===== config.mk =====
export PLATFORM = sky130hd
export DESIGN_NAME = grid_sampled_pixel_histogram_unit_flat
export DESIGN_NICKNAME = d
export VERILOG_FILES = /design/src/rtl/gsph_pkg.sv /design/src/rtl/gsph_stream_if.sv /design/src/rtl/gsph_datapath.sv /design/src/rtl/gsph_controller.sv /design/src/rtl/grid_sampled_pixel_histogram_unit.sv /design/src/flat_wrapper.sv
export SDC_FILE = /design/constraint.sdc
export NUM_CORES = 2
export LEC_CHECK = 0
export BUFFER_PORTS_ARGS = -buffer_cell sky130_fd_sc_hd__clkbuf_2
export CAP_MARGIN = 15
export CORE_MARGIN = 5
export CORE_UTILIZATION = 40
export CTS_BUF_LIST = sky130_fd_sc_hd__clkbuf_8
export DETAILED_ROUTE_END_ITERATION = 7
export PLACE_DENSITY = 0.63
export SETUP_SLACK_MARGIN = 0.5
export SKIP_CTS_REPAIR_TIMING = 1
export SYNTH_ARGS = -nofsm -noshare
export SYNTH_HDL_FRONTEND = slang
export SYNTH_HIERARCHICAL = 1
export SYNTH_SLANG_ARGS = --single-unit

===== constraint.sdc =====
create_clock -name clk_i -period 5.35 [get_ports clk_i]
set_input_delay 0.2675 -clock clk_i [delete_from_list [all_inputs] [get_ports clk_i]]
set_output_delay 0.2675 -clock clk_i [all_outputs]
set_load 0.005 [all_outputs]

===== src/rtl/gsph_pkg.sv =====
// Package: constants, types and command/status structs of the grid-sampled histogram unit.
package gsph_pkg;
  localparam int GRID_MAX    = 4;
  localparam int SAMPLES_MAX = 32;
  localparam int DIM_MAX     = 4096;
  localparam int CHANNELS    = 3;
  localparam int BUCKETS     = 4;
  localparam int VALUE_SHIFT = 6;
  localparam int CNT_W       = 11;
  localparam int DIM_W       = 13;
  localparam int POS_W       = 13;
  localparam int GS_W        = 8;
  localparam int CELLS       = GRID_MAX * GRID_MAX * CHANNELS;
  localparam int ADDR_W      = $clog2(CELLS);

  localparam logic [1:0] REG_WIDTH   = 2'd0;
  localparam logic [1:0] REG_HEIGHT  = 2'd1;
  localparam logic [1:0] REG_GRID    = 2'd2;
  localparam logic [1:0] REG_SAMPLES = 2'd3;

  typedef struct packed {
    logic       frame_start;
    logic [7:0] ch0;
    logic [7:0] ch1;
    logic [7:0] ch2;
  } pix_t;

  typedef struct packed {
    logic [1:0]       cell_row;
    logic [1:0]       cell_col;
    logic [1:0]       channel;
    logic [CNT_W-1:0] bucket0_count;
    logic [CNT_W-1:0] bucket1_count;
    logic [CNT_W-1:0] bucket2_count;
    logic [CNT_W-1:0] bucket3_count;
    logic             geometry_error;
    logic             last_result;
  } res_t;

  // controller -> datapath
  typedef struct packed {
    logic pix_load;   // latch pixel
    logic geo_start;  // begin frame setup
    logic div_step;   // one divider step
    logic geo_finish; // compute first sample positions
    logic clr;        // clear one store word
    logic sample;     // evaluate and count latched pixel
    logic emit_rd;    // read one result
    logic emit_adv;   // advance emit indices
  } cmd_t;

  // datapath -> controller
  typedef struct packed {
    logic frame_start;
    logic div_done;
    logic clr_done;
    logic frame_end;
    logic emit_last;
  } sts_t;
endpackage


===== src/rtl/gsph_stream_if.sv =====
// Interface: valid/ready stream channel carrying a typed payload.
interface gsph_stream_if #(parameter type T = logic);
  logic valid;
  logic ready;
  T     data;
  modport source (output valid, output data, input ready);
  modport sink (input valid, input data, output ready);
endinterface


===== src/rtl/gsph_datapath.sv =====
// Datapath: geometry setup, sample tracking, divider and histogram store.
module gsph_datapath import gsph_pkg::*; (
  input  logic             clk_i,
  input  logic             rst_ni,
  input  logic             cfg_we_i,
  input  logic [1:0]       cfg_idx_i,
  input  logic [DIM_W-1:0] cfg_data_i,
  input  pix_t             pix_i,
  input  cmd_t             cmd_i,
  output sts_t             sts_o,
  output res_t             res_o
);
  logic [DIM_W-1:0] width_q, height_q;
  logic [2:0] grid_cfg_q;
  logic [5:0] samp_cfg_q;
  always_ff @(posedge clk_i or negedge rst_ni) begin
    if (!rst_ni) begin
      width_q <= DIM_W'(1920); height_q <= DIM_W'(1080);
      grid_cfg_q <= 3'd3; samp_cfg_q <= 6'd10;
    end else if (cfg_we_i) begin
      unique case (cfg_idx_i)
        REG_WIDTH:   width_q <= cfg_data_i;
        REG_HEIGHT:  height_q <= cfg_data_i;
        REG_GRID:    grid_cfg_q <= cfg_data_i[2:0];
        REG_SAMPLES: samp_cfg_q <= cfg_data_i[5:0];
        default: ;
      endcase
    end
  end

  pix_t pix_q;
  always_ff @(posedge clk_i) if (cmd_i.pix_load) pix_q <= pix_i;

  // frame geometry
  logic [DIM_W-1:0] fw_q, fh_q;
  logic [2:0] g_q;
  logic [5:0] s_q;
  logic [GS_W-1:0] gs_q;
  logic err_q;
  logic [DIM_W-1:0] w_sat, h_sat;
  logic [2:0] g_sat;
  logic [5:0] s_sat;
  logic [GS_W-1:0] gs_sat;
  always_comb begin
    w_sat = (width_q > DIM_W'(DIM_MAX)) ? DIM_W'(DIM_MAX) : width_q;
    h_sat = (height_q > DIM_W'(DIM_MAX)) ? DIM_W'(DIM_MAX) : height_q;
    g_sat = (grid_cfg_q == 3'd0) ? 3'd1 :
            (grid_cfg_q > 3'(GRID_MAX)) ? 3'(GRID_MAX) : grid_cfg_q;
    s_sat = (samp_cfg_q == 6'd0) ? 6'd1 :
            (samp_cfg_q > 6'(SAMPLES_MAX)) ? 6'(SAMPLES_MAX) : samp_cfg_q;
    gs_sat = GS_W'(g_sat) * GS_W'(s_sat);
  end

  // restoring divider: two divisions (w/gs, h/gs) at once, sharing one step counter
  logic [DIM_W-1:0] qx_q, qy_q, rx_q, ry_q;
  logic [3:0] dcnt_q;
  logic [DIM_W:0] rx_t, ry_t;
  always_comb begin
    rx_t = {rx_q, qx_q[DIM_W-1]};
    ry_t = {ry_q, qy_q[DIM_W-1]};
  end

  logic [POS_W-1:0] first_x_q, nx_q, ny_q;
  logic [DIM_W-1:0] col_q, row_q;
  logic [GS_W-1:0] sci_q, sri_q;
  logic [5:0] scell_x_q, scell_y_q;
  logic [1:0] cc_q, cr_q;

  // sample evaluation
  logic row_hit, col_hit, line_end;
  always_comb begin
    row_hit = !err_q && (sri_q < gs_q) && (row_q == ny_q);
    col_hit = row_hit && (sci_q < gs_q) && (col_q == nx_q);
    line_end = (DIM_W+1)'(col_q) + 1'b1 >= (DIM_W+1)'(fw_q);
  end

  // store: one word per (row, col, channel), four counts packed
  logic [4*CNT_W-1:0] mem [CELLS];
  logic [ADDR_W-1:0] clr_addr_q, rd_addr;
  logic [4*CNT_W-1:0] rd_q;
  logic [ADDR_W-1:0] ch_base;
  logic [ADDR_W-1:0] smp_base_q;
  logic [1:0] sm_q; // stage: 0 idle,1 read,2 write (per channel)
  logic [1:0] ch_q;
  logic [ADDR_W-1:0] inc_addr_q;
  logic [1:0] inc_b_q;
  logic [1:0] ech_q, er_q, ec_q;
  logic busy_q;
  logic [2:0][1:0] bsel_q;

  always_comb begin
    ch_base = ADDR_W'((cr_q * GRID_MAX + cc_q) * CHANNELS);
    rd_addr = cmd_i.emit_rd ? ADDR_W'((er_q * GRID_MAX + ec_q) * CHANNELS + ech_q)
                            : ADDR_W'(smp_base_q + ch_q);
  end

  always_ff @(posedge clk_i) begin
    if (cmd_i.emit_rd || (sm_q == 2'd1)) rd_q <= mem[rd_addr];
    if (cmd_i.clr) mem[clr_addr_q] <= '0;
    else if (sm_q == 2'd2) begin
      mem[inc_addr_q][inc_b_q*CNT_W +: CNT_W] <= rd_q[inc_b_q*CNT_W +: CNT_W] + 1'b1;
    end
  end

  always_ff @(posedge clk_i or negedge rst_ni) begin
    if (!rst_ni) begin
      dcnt_q <= '0; clr_addr_q <= '0; sm_q <= '0; ch_q <= '0; busy_q <= 1'b0;
      err_q <= 1'b0; er_q <= '0; ec_q <= '0; ech_q <= '0;
      fw_q <= '0; fh_q <= '0; g_q <= '0; s_q <= '0; gs_q <= '0;
      col_q <= '0; row_q <= '0; sci_q <= '0; sri_q <= '0; nx_q <= '0; ny_q <= '0;
      scell_x_q <= '0; scell_y_q <= '0; cc_q <= '0; cr_q <= '0; first_x_q <= '0;
      qx_q <= '0; qy_q <= '0; rx_q <= '0; ry_q <= '0;
      smp_base_q <= '0; inc_addr_q <= '0; inc_b_q <= '0; bsel_q <= '0;
    end else begin
      if (cmd_i.geo_start) begin
        fw_q <= w_sat; fh_q <= h_sat; g_q <= g_sat; s_q <= s_sat; gs_q <= gs_sat;
        err_q <= (grid_cfg_q == 3'd0) || (samp_cfg_q == 6'd0) ||
                 (w_sat < DIM_W'(gs_sat)) || (h_sat < DIM_W'(gs_sat));
        qx_q <= w_sat; qy_q <= h_sat; rx_q <= '0; ry_q <= '0; dcnt_q <= '0;
        clr_addr_q <= '0; er_q <= '0; ec_q <= '0; ech_q <= '0;
        col_q <= '0; row_q <= '0; sci_q <= '0; sri_q <= '0;
        scell_x_q <= '0; scell_y_q <= '0; cc_q <= '0; cr_q <= '0;
        sm_q <= '0; busy_q <= 1'b0;
      end
      if (cmd_i.div_step) begin
        if (rx_t >= (DIM_W+1)'(gs_q)) begin
          rx_q <= DIM_W'(rx_t - (DIM_W+1)'(gs_q)); qx_q <= {qx_q[DIM_W-2:0], 1'b1};
        end else begin
          rx_q <= DIM_W'(rx_t); qx_q <= {qx_q[DIM_W-2:0], 1'b0};
        end
        if (ry_t >= (DIM_W+1)'(gs_q)) begin
          ry_q <= DIM_W'(ry_t - (DIM_W+1)'(gs_q)); qy_q <= {qy_q[DIM_W-2:0], 1'b1};
        end else begin
          ry_q <= DIM_W'(ry_t); qy_q <= {qy_q[DIM_W-2:0], 1'b0};
        end
        dcnt_q <= dcnt_q + 1'b1;
      end
      if (cmd_i.clr) clr_addr_q <= clr_addr_q + 1'b1;
      if (cmd_i.geo_finish) begin
        // remainder r = w - gs*pitch; first x = pitch/2 + r/2, first y one less (floor 0)
        if (err_q) begin
          first_x_q <= '0; nx_q <= '0; ny_q <= '0;
        end else begin
          first_x_q <= (qx_q >> 1) + (rx_q >> 1);
          nx_q <= (qx_q >> 1) + (rx_q >> 1);
          ny_q <= ((qy_q >> 1) + (ry_q >> 1) == '0) ? '0 : (qy_q >> 1) + (ry_q >> 1) - 1'b1;
        end
      end
      // store update pipeline: read then write, one channel at a time
      unique case (sm_q)
        2'd1: begin sm_q <= 2'd2; end
        2'd2: begin
          if (ch_q == 2'(CHANNELS-1)) begin sm_q <= 2'd0; busy_q <= 1'b0; end
          else begin ch_q <= ch_q + 1'b1; sm_q <= 2'd1; end
        end
        default: ;
      endcase
      if (sm_q == 2'd1) begin
        inc_addr_q <= ADDR_W'(smp_base_q + ch_q);
        inc_b_q <= bsel_q[ch_q];
      end
      if (cmd_i.sample) begin
        if (col_hit) begin
          sm_q <= 2'd1; ch_q <= '0; busy_q <= 1'b1;
          smp_base_q <= ch_base;
          bsel_q <= {pix_q.ch2[7:6], pix_q.ch1[7:6], pix_q.ch0[7:6]};
        end
        if (line_end) begin
          if (row_hit) begin
            sri_q <= sri_q + 1'b1;
            ny_q <= ny_q + qy_q;
            if (scell_y_q + 1'b1 == s_q) begin scell_y_q <= '0; cr_q <= cr_q + 1'b1; end
            else scell_y_q <= scell_y_q + 1'b1;
          end
          sci_q <= '0; nx_q <= first_x_q; scell_x_q <= '0; cc_q <= '0;
          col_q <= '0;
          row_q <= row_q + 1'b1;
        end else begin
          if (col_hit) begin
            sci_q <= sci_q + 1'b1;
            nx_q <= nx_q + qx_q;
            if (scell_x_q + 1'b1 == s_q) begin scell_x_q <= '0; cc_q <= cc_q + 1'b1; end
            else scell_x_q <= scell_x_q + 1'b1;
          end
          col_q <= col_q + 1'b1;
        end
      end
      if (cmd_i.emit_adv) begin
        if (ech_q == 2'(CHANNELS-1)) begin
          ech_q <= '0;
          if (ec_q == 2'(g_q - 1'b1)) begin ec_q <= '0; er_q <= er_q + 1'b1; end
          else ec_q <= ec_q + 1'b1;
        end else ech_q <= ech_q + 1'b1;
      end
    end
  end

  // hold the indices of the item being emitted
  logic [1:0] out_row_q, out_col_q, out_ch_q;
  always_ff @(posedge clk_i) begin
    if (cmd_i.emit_rd) {out_row_q, out_col_q, out_ch_q} <= {er_q, ec_q, ech_q};
  end

  always_comb begin
    sts_o.frame_start = pix_q.frame_start;
    sts_o.div_done = (dcnt_q == 4'(DIM_W));
    sts_o.clr_done = (clr_addr_q == ADDR_W'(CELLS-1));
    sts_o.frame_end = line_end && ((DIM_W+1)'(row_q) + 1'b1 >= (DIM_W+1)'(fh_q)) && !busy_q;
    sts_o.emit_last = (ech_q == 2'(CHANNELS-1)) && (ec_q == 2'(g_q - 1'b1)) &&
                      (er_q == 2'(g_q - 1'b1));
    res_o.cell_row = out_row_q;
    res_o.cell_col = out_col_q;
    res_o.channel = out_ch_q;
    res_o.bucket0_count = err_q ? '0 : rd_q[0*CNT_W +: CNT_W];
    res_o.bucket1_count = err_q ? '0 : rd_q[1*CNT_W +: CNT_W];
    res_o.bucket2_count = err_q ? '0 : rd_q[2*CNT_W +: CNT_W];
    res_o.bucket3_count = err_q ? '0 : rd_q[3*CNT_W +: CNT_W];
    res_o.geometry_error = err_q;
    res_o.last_result = 1'b0;
  end
endmodule


===== src/rtl/gsph_controller.sv =====
// Controller: frame sequencing, per-pixel handshake and result emission.
module gsph_controller import gsph_pkg::*; (
  input  logic clk_i,
  input  logic rst_ni,
  input  logic in_valid_i,
  output logic in_ready_o,
  input  logic out_ready_i,
  output logic out_valid_o,
  output logic out_last_o,
  input  sts_t sts_i,
  output cmd_t cmd_o
);
  localparam logic [3:0] S_IDLE = 4'd0;
  localparam logic [3:0] S_DECIDE = 4'd1;
  localparam logic [3:0] S_DIV = 4'd2;
  localparam logic [3:0] S_FIN = 4'd3;
  localparam logic [3:0] S_CLR = 4'd4;
  localparam logic [3:0] S_SAMPLE = 4'd5;
  localparam logic [3:0] S_WAIT = 4'd6;
  localparam logic [3:0] S_RD = 4'd7;
  localparam logic [3:0] S_OUT = 4'd8;

  logic [3:0] state_q, state_d;
  logic active_q, active_d;
  logic [2:0] wcnt_q, wcnt_d;
  logic last_q, last_d;

  always_ff @(posedge clk_i or negedge rst_ni) begin
    if (!rst_ni) begin
      state_q <= S_IDLE; active_q <= 1'b0; wcnt_q <= '0; last_q <= 1'b0;
    end else begin
      state_q <= state_d; active_q <= active_d; wcnt_q <= wcnt_d; last_q <= last_d;
    end
  end

  always_comb begin
    state_d = state_q; active_d = active_q; wcnt_d = wcnt_q; last_d = last_q;
    cmd_o = '0;
    in_ready_o = 1'b0;
    out_valid_o = 1'b0;
    out_last_o = last_q;
    unique case (state_q)
      S_IDLE: begin
        in_ready_o = 1'b1;
        if (in_valid_i) begin cmd_o.pix_load = 1'b1; state_d = S_DECIDE; end
      end
      S_DECIDE: begin
        if (sts_i.frame_start) begin cmd_o.geo_start = 1'b1; state_d = S_DIV; end
        else if (active_q) state_d = S_SAMPLE;
        else state_d = S_IDLE;
      end
      S_DIV: begin
        if (sts_i.div_done) state_d = S_FIN;
        else cmd_o.div_step = 1'b1;
      end
      S_FIN: begin cmd_o.geo_finish = 1'b1; state_d = S_CLR; end
      S_CLR: begin
        cmd_o.clr = 1'b1;
        if (sts_i.clr_done) begin active_d = 1'b1; state_d = S_SAMPLE; end
      end
      S_SAMPLE: begin
        cmd_o.sample = 1'b1; wcnt_d = 3'd7; state_d = S_WAIT;
        if (sts_i.frame_end) active_d = 1'b0;
      end
      S_WAIT: begin
        wcnt_d = wcnt_q - 1'b1;
        if (wcnt_q == 3'd0) state_d = active_q ? S_IDLE : S_RD;
      end
      S_RD: begin
        cmd_o.emit_rd = 1'b1; last_d = sts_i.emit_last; state_d = S_OUT;
      end
      S_OUT: begin
        out_valid_o = 1'b1;
        if (out_ready_i) begin
          if (last_q) state_d = S_IDLE;
          else begin cmd_o.emit_adv = 1'b1; state_d = S_RD; end
        end
      end
      default: state_d = S_IDLE;
    endcase
  end
endmodule


===== src/rtl/grid_sampled_pixel_histogram_unit.sv =====
// Top level: grid-sampled coarse color histogram unit.
// Input channel pix carries one pixel item: frame_start and three byte values.
// Output channel res carries one histogram item per grid cell and channel,
// in row, column, channel order, last_result set on the final item.
// Configuration is written through cfg_we_i / cfg_idx_i / cfg_data_i while idle;
// it is latched into the frame geometry on each frame_start pixel.
// A pixel in a frame is latched, then decided on and evaluated, then a wait
// covers the three-channel read-modify-write of the store; the next pixel is
// accepted only after that wait. A pixel outside a frame is latched, then dropped.
// A frame_start pixel first runs the pitch divider, the first-position setup
// and a clear of every store word, and is evaluated after them.
// After the last pixel of a frame is evaluated and its wait ends, each result
// is read from the store and held valid until the receiver takes it; results
// are delivered one at a time, a stalled receiver holds the current item and
// no pixel is accepted until all results of the frame are delivered.
// Reset restores the default geometry (1920x1080, grid 3, 10 samples) and
// leaves no frame active; pixels before the first frame_start are dropped.
module grid_sampled_pixel_histogram_unit import gsph_pkg::*; (
  input  logic             clk_i,
  input  logic             rst_ni,
  input  logic             cfg_we_i,
  input  logic [1:0]       cfg_idx_i,
  input  logic [DIM_W-1:0] cfg_data_i,
  gsph_stream_if.sink      pix,
  gsph_stream_if.source    res
);
  cmd_t cmd;
  sts_t sts;
  res_t dp_res;
  logic last;

  gsph_controller u_ctrl (
    .clk_i, .rst_ni,
    .in_valid_i(pix.valid), .in_ready_o(pix.ready),
    .out_ready_i(res.ready), .out_valid_o(res.valid), .out_last_o(last),
    .sts_i(sts), .cmd_o(cmd)
  );

  gsph_datapath u_dp (
    .clk_i, .rst_ni, .cfg_we_i, .cfg_idx_i, .cfg_data_i,
    .pix_i(pix.data), .cmd_i(cmd), .sts_o(sts), .res_o(dp_res)
  );

  always_comb begin
    res.data = dp_res;
    res.data.last_result = last;
  end
endmodule


===== src/flat_wrapper.sv =====
// flat-port wrapper written by rule: the top's interface ports become plain ports
module grid_sampled_pixel_histogram_unit_flat import gsph_pkg::*;
  (clk_i, rst_ni, cfg_we_i, cfg_idx_i, cfg_data_i, pix_valid, pix_data, pix_ready, res_valid, res_data, res_ready);
  gsph_stream_if #(.T(pix_t)) pix_i ();
  gsph_stream_if #(.T(res_t)) res_i ();
  input  logic clk_i;
  input  logic rst_ni;
  input  logic cfg_we_i;
  input  logic [1:0] cfg_idx_i;
  input  logic [DIM_W-1:0] cfg_data_i;
  input wire logic [$bits(pix_i.valid)-1:0] pix_valid;
  input wire logic [$bits(pix_i.data)-1:0] pix_data;
  output wire logic [$bits(pix_i.ready)-1:0] pix_ready;
  output wire logic [$bits(res_i.valid)-1:0] res_valid;
  output wire logic [$bits(res_i.data)-1:0] res_data;
  input wire logic [$bits(res_i.ready)-1:0] res_ready;
  assign pix_i.valid = pix_valid;
  assign pix_i.data = pix_data;
  assign pix_ready = pix_i.ready;
  assign res_valid = res_i.valid;
  assign res_data = res_i.data;
  assign res_i.ready = res_ready;
  grid_sampled_pixel_histogram_unit u_core (.clk_i(clk_i), .rst_ni(rst_ni), .cfg_we_i(cfg_we_i), .cfg_idx_i(cfg_idx_i), .cfg_data_i(cfg_data_i), .pix(pix_i), .res(res_i));
endmodule

After elaboration in Yosys (flattened, before gate mapping)
Memories as Yosys holds them, arrays and structs flattened. A register that Yosys moved wholly into a read port is not among the register bits.
Index checks and enable logic that the tools add are counted.
{"block": "totals", "reg_bits": 308, "ram_bits": 2112, "inputBits": 45, "out_inout_bits": 54, "wordCells": 299, "n_memories": 1}
{"block": "op_classes", "n_addsub": 31, "mul": 4, "n_lt_le_gt_ge": 13, "n_eq_ne": 29, "shift": 3, "mux": 134, "n_reduce_logical": 34}
{"name": "u_core.u_dp.mem", "depth": 48, "word_bits": 44, "rd": 1, "rd_ports_with_merged_regs": 1, "write_ports": 1, "line_no": "gsph_datapath.sv:78", "text": "logic [4*CNT_W-1:0] mem [CELLS];"}
{"operator": "$mux 13", "count": 27}
{"operator": "$mux 44", "count": 3}
{"operator": "$mux 6", "count": 16}
{"operator": "$mux 8", "count": 8}
{"operator": "$mux 2", "count": 29}
{"operator": "$mux 11", "count": 4}
{"operator": "$reduce_or 44->1", "count": 1}
{"operator": "$shift 11x34->44 const A", "count": 1}
{"operator": "$shiftx 11x34->44", "count": 1}
{"operator": "$shiftx 44x7->11", "count": 1}
{"operator": "$pmux 4 s9", "count": 1}
{"operator": "$neg 6->34", "count": 1}
{"operator": "$mux 4", "count": 8}
{"operator": "$mux 1", "count": 29}
{"operator": "$add 13x1->14 const B", "count": 2}
{"operator": "$ge 14x13->1", "count": 2}
{"operator": "$ge 14x8->1", "count": 2}
{"operator": "$add 12x12->13", "count": 2}
{"operator": "$add 13x1->13 const B", "count": 2}
{"operator": "$add 13x13->13", "count": 2}
{"operator": "$eq 13x13->1", "count": 2}
{"operator": "$gt 13x13->1 const B", "count": 2}
{"operator": "$lt 13x8->1", "count": 2}
{"operator": "$sub 13x8->13", "count": 2}
{"operator": "other kinds (45)", "count": 98}

Depth between registers and ports, before layout
{"block": "depth", "depth_word": 8, "mapped_depth": 17, "mapped_depth_nobuf": 17}

Hierarchy
The synthesis kept the hierarchy.
{"mod": "gsph_datapath", "n_inst": 1, "cells_each": 5964, "area_per_inst_um2": 102410.7, "seq_area_each_um2": 71853.9}
{"mod": "gsph_controller", "n_inst": 1, "cells_each": 83, "area_per_inst_um2": 753.2, "seq_area_each_um2": 225.2}
{"mod": "grid_sampled_pixel_histogram_unit", "n_inst": 1, "cells_each": 1, "area_per_inst_um2": 7.5, "seq_area_each_um2": 0.0}

Worst setup path after synthesis
Ideal clock, no wire load.
{"block": "synth_timing", "path_kind": "register to register", "from": "reg u_core.u_dp.inc_b_q[0]", "to": "mem u_core/u_dp/mem[0][10] (netlist bit), data pin", "setup_time_ns": 0.425, "arrival_ns": 3.631, "required_ns": 4.925, "setup_slack_ns": 1.294, "path_stages_with_launch": 12, "n_path_buf": 5, "synth_period_minus_slack_ns": 4.056, "path_cell_list": "dfrtp_1 > clkbuf_1 > buf_1 > inv_1 > ha_1 > nor4_1 > nor3_1 > clkbuf_1 > clkbuf_1 > nand3_1 > clkbuf_1 > nor2_1"}
{"block": "synth_via", "elab_chain_cells": 6, "elab_cells_between_ends": 9, "classes_between": "add/sub (2); mul (1); shift (3); mux (2); reduce/logical (1)"}
{"item": "from (decl)", "line_no": "gsph_datapath.sv:86", "text": "logic [1:0] inc_b_q;"}
{"item": "from (signal assigned)", "line_no": "gsph_datapath.sv:160", "text": "inc_b_q <= bsel_q[ch_q];"}
{"item": "$mul 2x4->6 *", "line_no": "gsph_datapath.sv:101", "text": "mem[inc_addr_q][inc_b_q*CNT_W +: CNT_W] <= rd_q[inc_b_q*CNT_W +: CNT_W] + 1'b1;"}
{"item": "parallel branches: the longest is 4 deep, another holds $add 11x1->11"}
{"item": "$mux 44 (no line) *"}
{"item": "to (decl)", "line_no": "gsph_datapath.sv:78"}
Every way passes the cells marked *.

Final worst setup path
{"block": "layout_timing", "from": "reg u_core.u_dp.inc_b_q[1]", "to": "mem u_core/u_dp/mem[9][15] (netlist bit) (enable)"}
{"block": "layout_via", "elab_chain_cells": 6, "elab_cells_between_ends": 7, "classes_between": "add/sub (1); mul (1); shift (1); mux (3); reduce/logical (1)"}
{"item": "$mul 2x4->6 *", "line_no": "gsph_datapath.sv:101"}
{"item": "$neg 6->34 *", "line_no": "gsph_datapath.sv:101"}
{"item": "$shift 11x34->44 *", "line_no": "gsph_datapath.sv:101"}
{"item": "$mux 44 (not written as such) *", "line_no": "gsph_datapath.sv:101"}
{"item": "$reduce_or 44->1 (no line)"}
{"item": "$mux 6 (no line) / $mux 44 (equally long branches)"}
Mark *: on every way between the ends. The rest lies on a longest branch, timed or not.

==> qor.yml <==
finish:
  top_register: "u_core/u_dp/mem"
  fillCellCount: 22031
  nets: 6780
  instances_no_fill: 10239
  largest_register_ffs: 2112
  seq_area_um2: 72100
  syn2layout_area_growth_pct: 13.8
  final_cell_mix: "edfxtp_1, mux4_2, nand2_1"
  drive_above_1_share: 0.235
  post-route-util: 0.457
  multi_input_area_um2: 29800
  final_common_cell: "edfxtp_1"
  reg_top3: "u_core/u_dp/mem: 2112 flops, u_core/u_dp/rd_q: 44 flops"
floorplan:
  die_w_um: 518
  die_h_um: 518
  dieArea_um2: 268000
  fp-row-count: 186
  core_region_area_um2: 257000
  io_pins: 99
  initial_core_util: 0.402
drt:
  drc: 0
  routed_via_density: 5.59
  wl_per_cell_um: 25.2
  drt.antenna.violating_nets: 0
  num_vias: 57256
  first_pass_iters: 5
  drt_wl_total_um: 258000
  drt_iter0_drc: 5509
global_routing:
  grt-busiest-layer: "met2"
  grt_usage: 0.187
  grtUsageMet1: 0.264
  grt_use_met3: 0.0384
  grt-ovfl-total: 0
  grt_pass1_wl_um: 381000
  use_met2: 0.297
  grt_pass1_vias: 57453
  grt_max_degree: 117
  antenna_found_initial: 15
clock_network:
  cts.sinks: 2446
  clkSlewWorstSetupHoldPaths_ns: 0.07
  clk_latency_ns: 1.04
  h-tree-depth: 5
  numCtsBuffers: 387
  clock_tree.root_cell: "clkbuf_8"
  cts_tree: "built"
  ctsLongestPathBuffers: 4
critical_path:
  crit_required_ns: 6.02
  arrival_ns: 5.31
  endpoint_kind: "flop"
  cpMaxStageDelayCell: "dfrtp_1"
  critical_path.top_delay_family: "simple AND/OR/NAND/NOR gates"
  critPathMaxStageDelay_ns: 0.82
  crit_type: "reg -> reg"
  r2r-start: "u_core/u_dp/inc_b_q[1]$_DFFE_PN0P_"
  cp_num_buf_inv: 4
  r2r.worst_path.cells: 10
  cp-startpoint: "u_core/u_dp/inc_b_q[1]$_DFFE_PN0P_"
  path_common_cell: "buf_4"
  worst-r2r-setup-slack_ns: 0.71
  start_kind: "flop"
  crit-reg2reg-capture: "u_core/u_dp/mem[9][15]$_DFFE_PP_"
  cp_max_fo: 19
  path_cells: "inv_1, ha_1, nor4_1, nor3_2, buf_4, mux2i_1, nand2_2, buf_4, nor2_1, buf_4"
  endpoint: "u_core/u_dp/mem[9][15]$_DFFE_PP_"
  cp.depth: 10
synthesis:
  syn_inst: 6046
  synth_area_per_cell_um2: 17.1
  netlist_area_um2: 103000
  synth_warnings: 6
  synth_nets: 6265
placed_design:
  globalplace.congestion: 0.820
  place_hpwl_um: 160000
  io_buffers: 80
  dp.cells: 9497
sta:
  rsz0062_at_grt: "false"
  hold_viol_final: 35
  final-max-slew-violation-count: 0
  setup_tns_ns: 0
  finalSetupViolCount: 0
  final.min_clock_period_ns: 4.64
  fmax_ghz: 0.216
  worst_pin_slew_ns: 1.25
  max_slew_margin: 0.161
  holdWs_ns: -0.0289
  fin_crit_sh: 0.867
  fin_worst_skew_ns: 0.136
power_and_ir_drop:
  ir_drop_uv: 291
  leakage_uw: 0.0455
  power_density_nw_per_um2: 433
flow_run:
  cap_violations: 0
status:
  violations: "hold timing"
  status: "finished, violations left"
min_path:
  hold_path_class: "in -> async"
worst min-delay path by stage:
stage / to / cells after the start
after floorplan: u_core/u_ctrl/active_q$_DFFE_PN0P_ / 0
after global placement: u_core/u_dp/width_q[4]$_DFFE_PN0P_ / 1
after detailed placement: u_core/u_dp/height_q[2]$_DFFE_PN0P_ / 1
after CTS: u_core/u_dp/width_q[3]$_DFFE_PN0P_ / 1
after global routing: u_core/u_dp/height_q[1]$_DFFE_PN0P_ / 2
final: u_core/u_dp/samp_cfg_q[5]$_DFFE_PN0P_ / 2
layout make-up:
type,instances,area share
diodes,12,0.000256
clock buffers,403,0.0472
clock inverters,268,0.0113
inverters,113,0.00361
multi-input cells,3166,0.254
flip-flops and latches,2446,0.614
well taps,3384,0.0361
repair buffers,447,0.0337
layer usage:
layer,up-vias,share of wire
met5,-,0.000050
met4,2,0.028
met3,416,0.079
met2,2178,0.47
met1,29801,0.42
li1,24859,-
per-stage QoR:
stage	power, uW	area (um2)	worst slack [ns]	hold WS (ns)
final	50800	117000	0.711	-0.0289
after global routing	53200	117000	0.525	0.00185
after CTS	51200	116000	0.861	-0.670
after detailed placement	36600	110000	0.814	0.375
after global placement	36500	110000	0.877	0.367
after floorplan	31800	103000	1.29	-0.0281
worst register-to-register path: stages (launching register included):
cell,delay [ns]
dfrtp_1,0.82
inv_1,0.18
ha_1,0.27
nor4_1,0.48
nor3_2,0.10
buf_4,0.24
mux2i_1,0.53
nand2_2,0.55
buf_4,0.41
nor2_1,0.54
buf_4,0.28
report_power, final:
group	internal, uW	switching (uW)	total (uW)
clock	7290	7150	14400
sequential	21800	1190	23000
combinational	5230	8160	13400
total	34300	16500	50800
(Power assumes the default switching activity.)
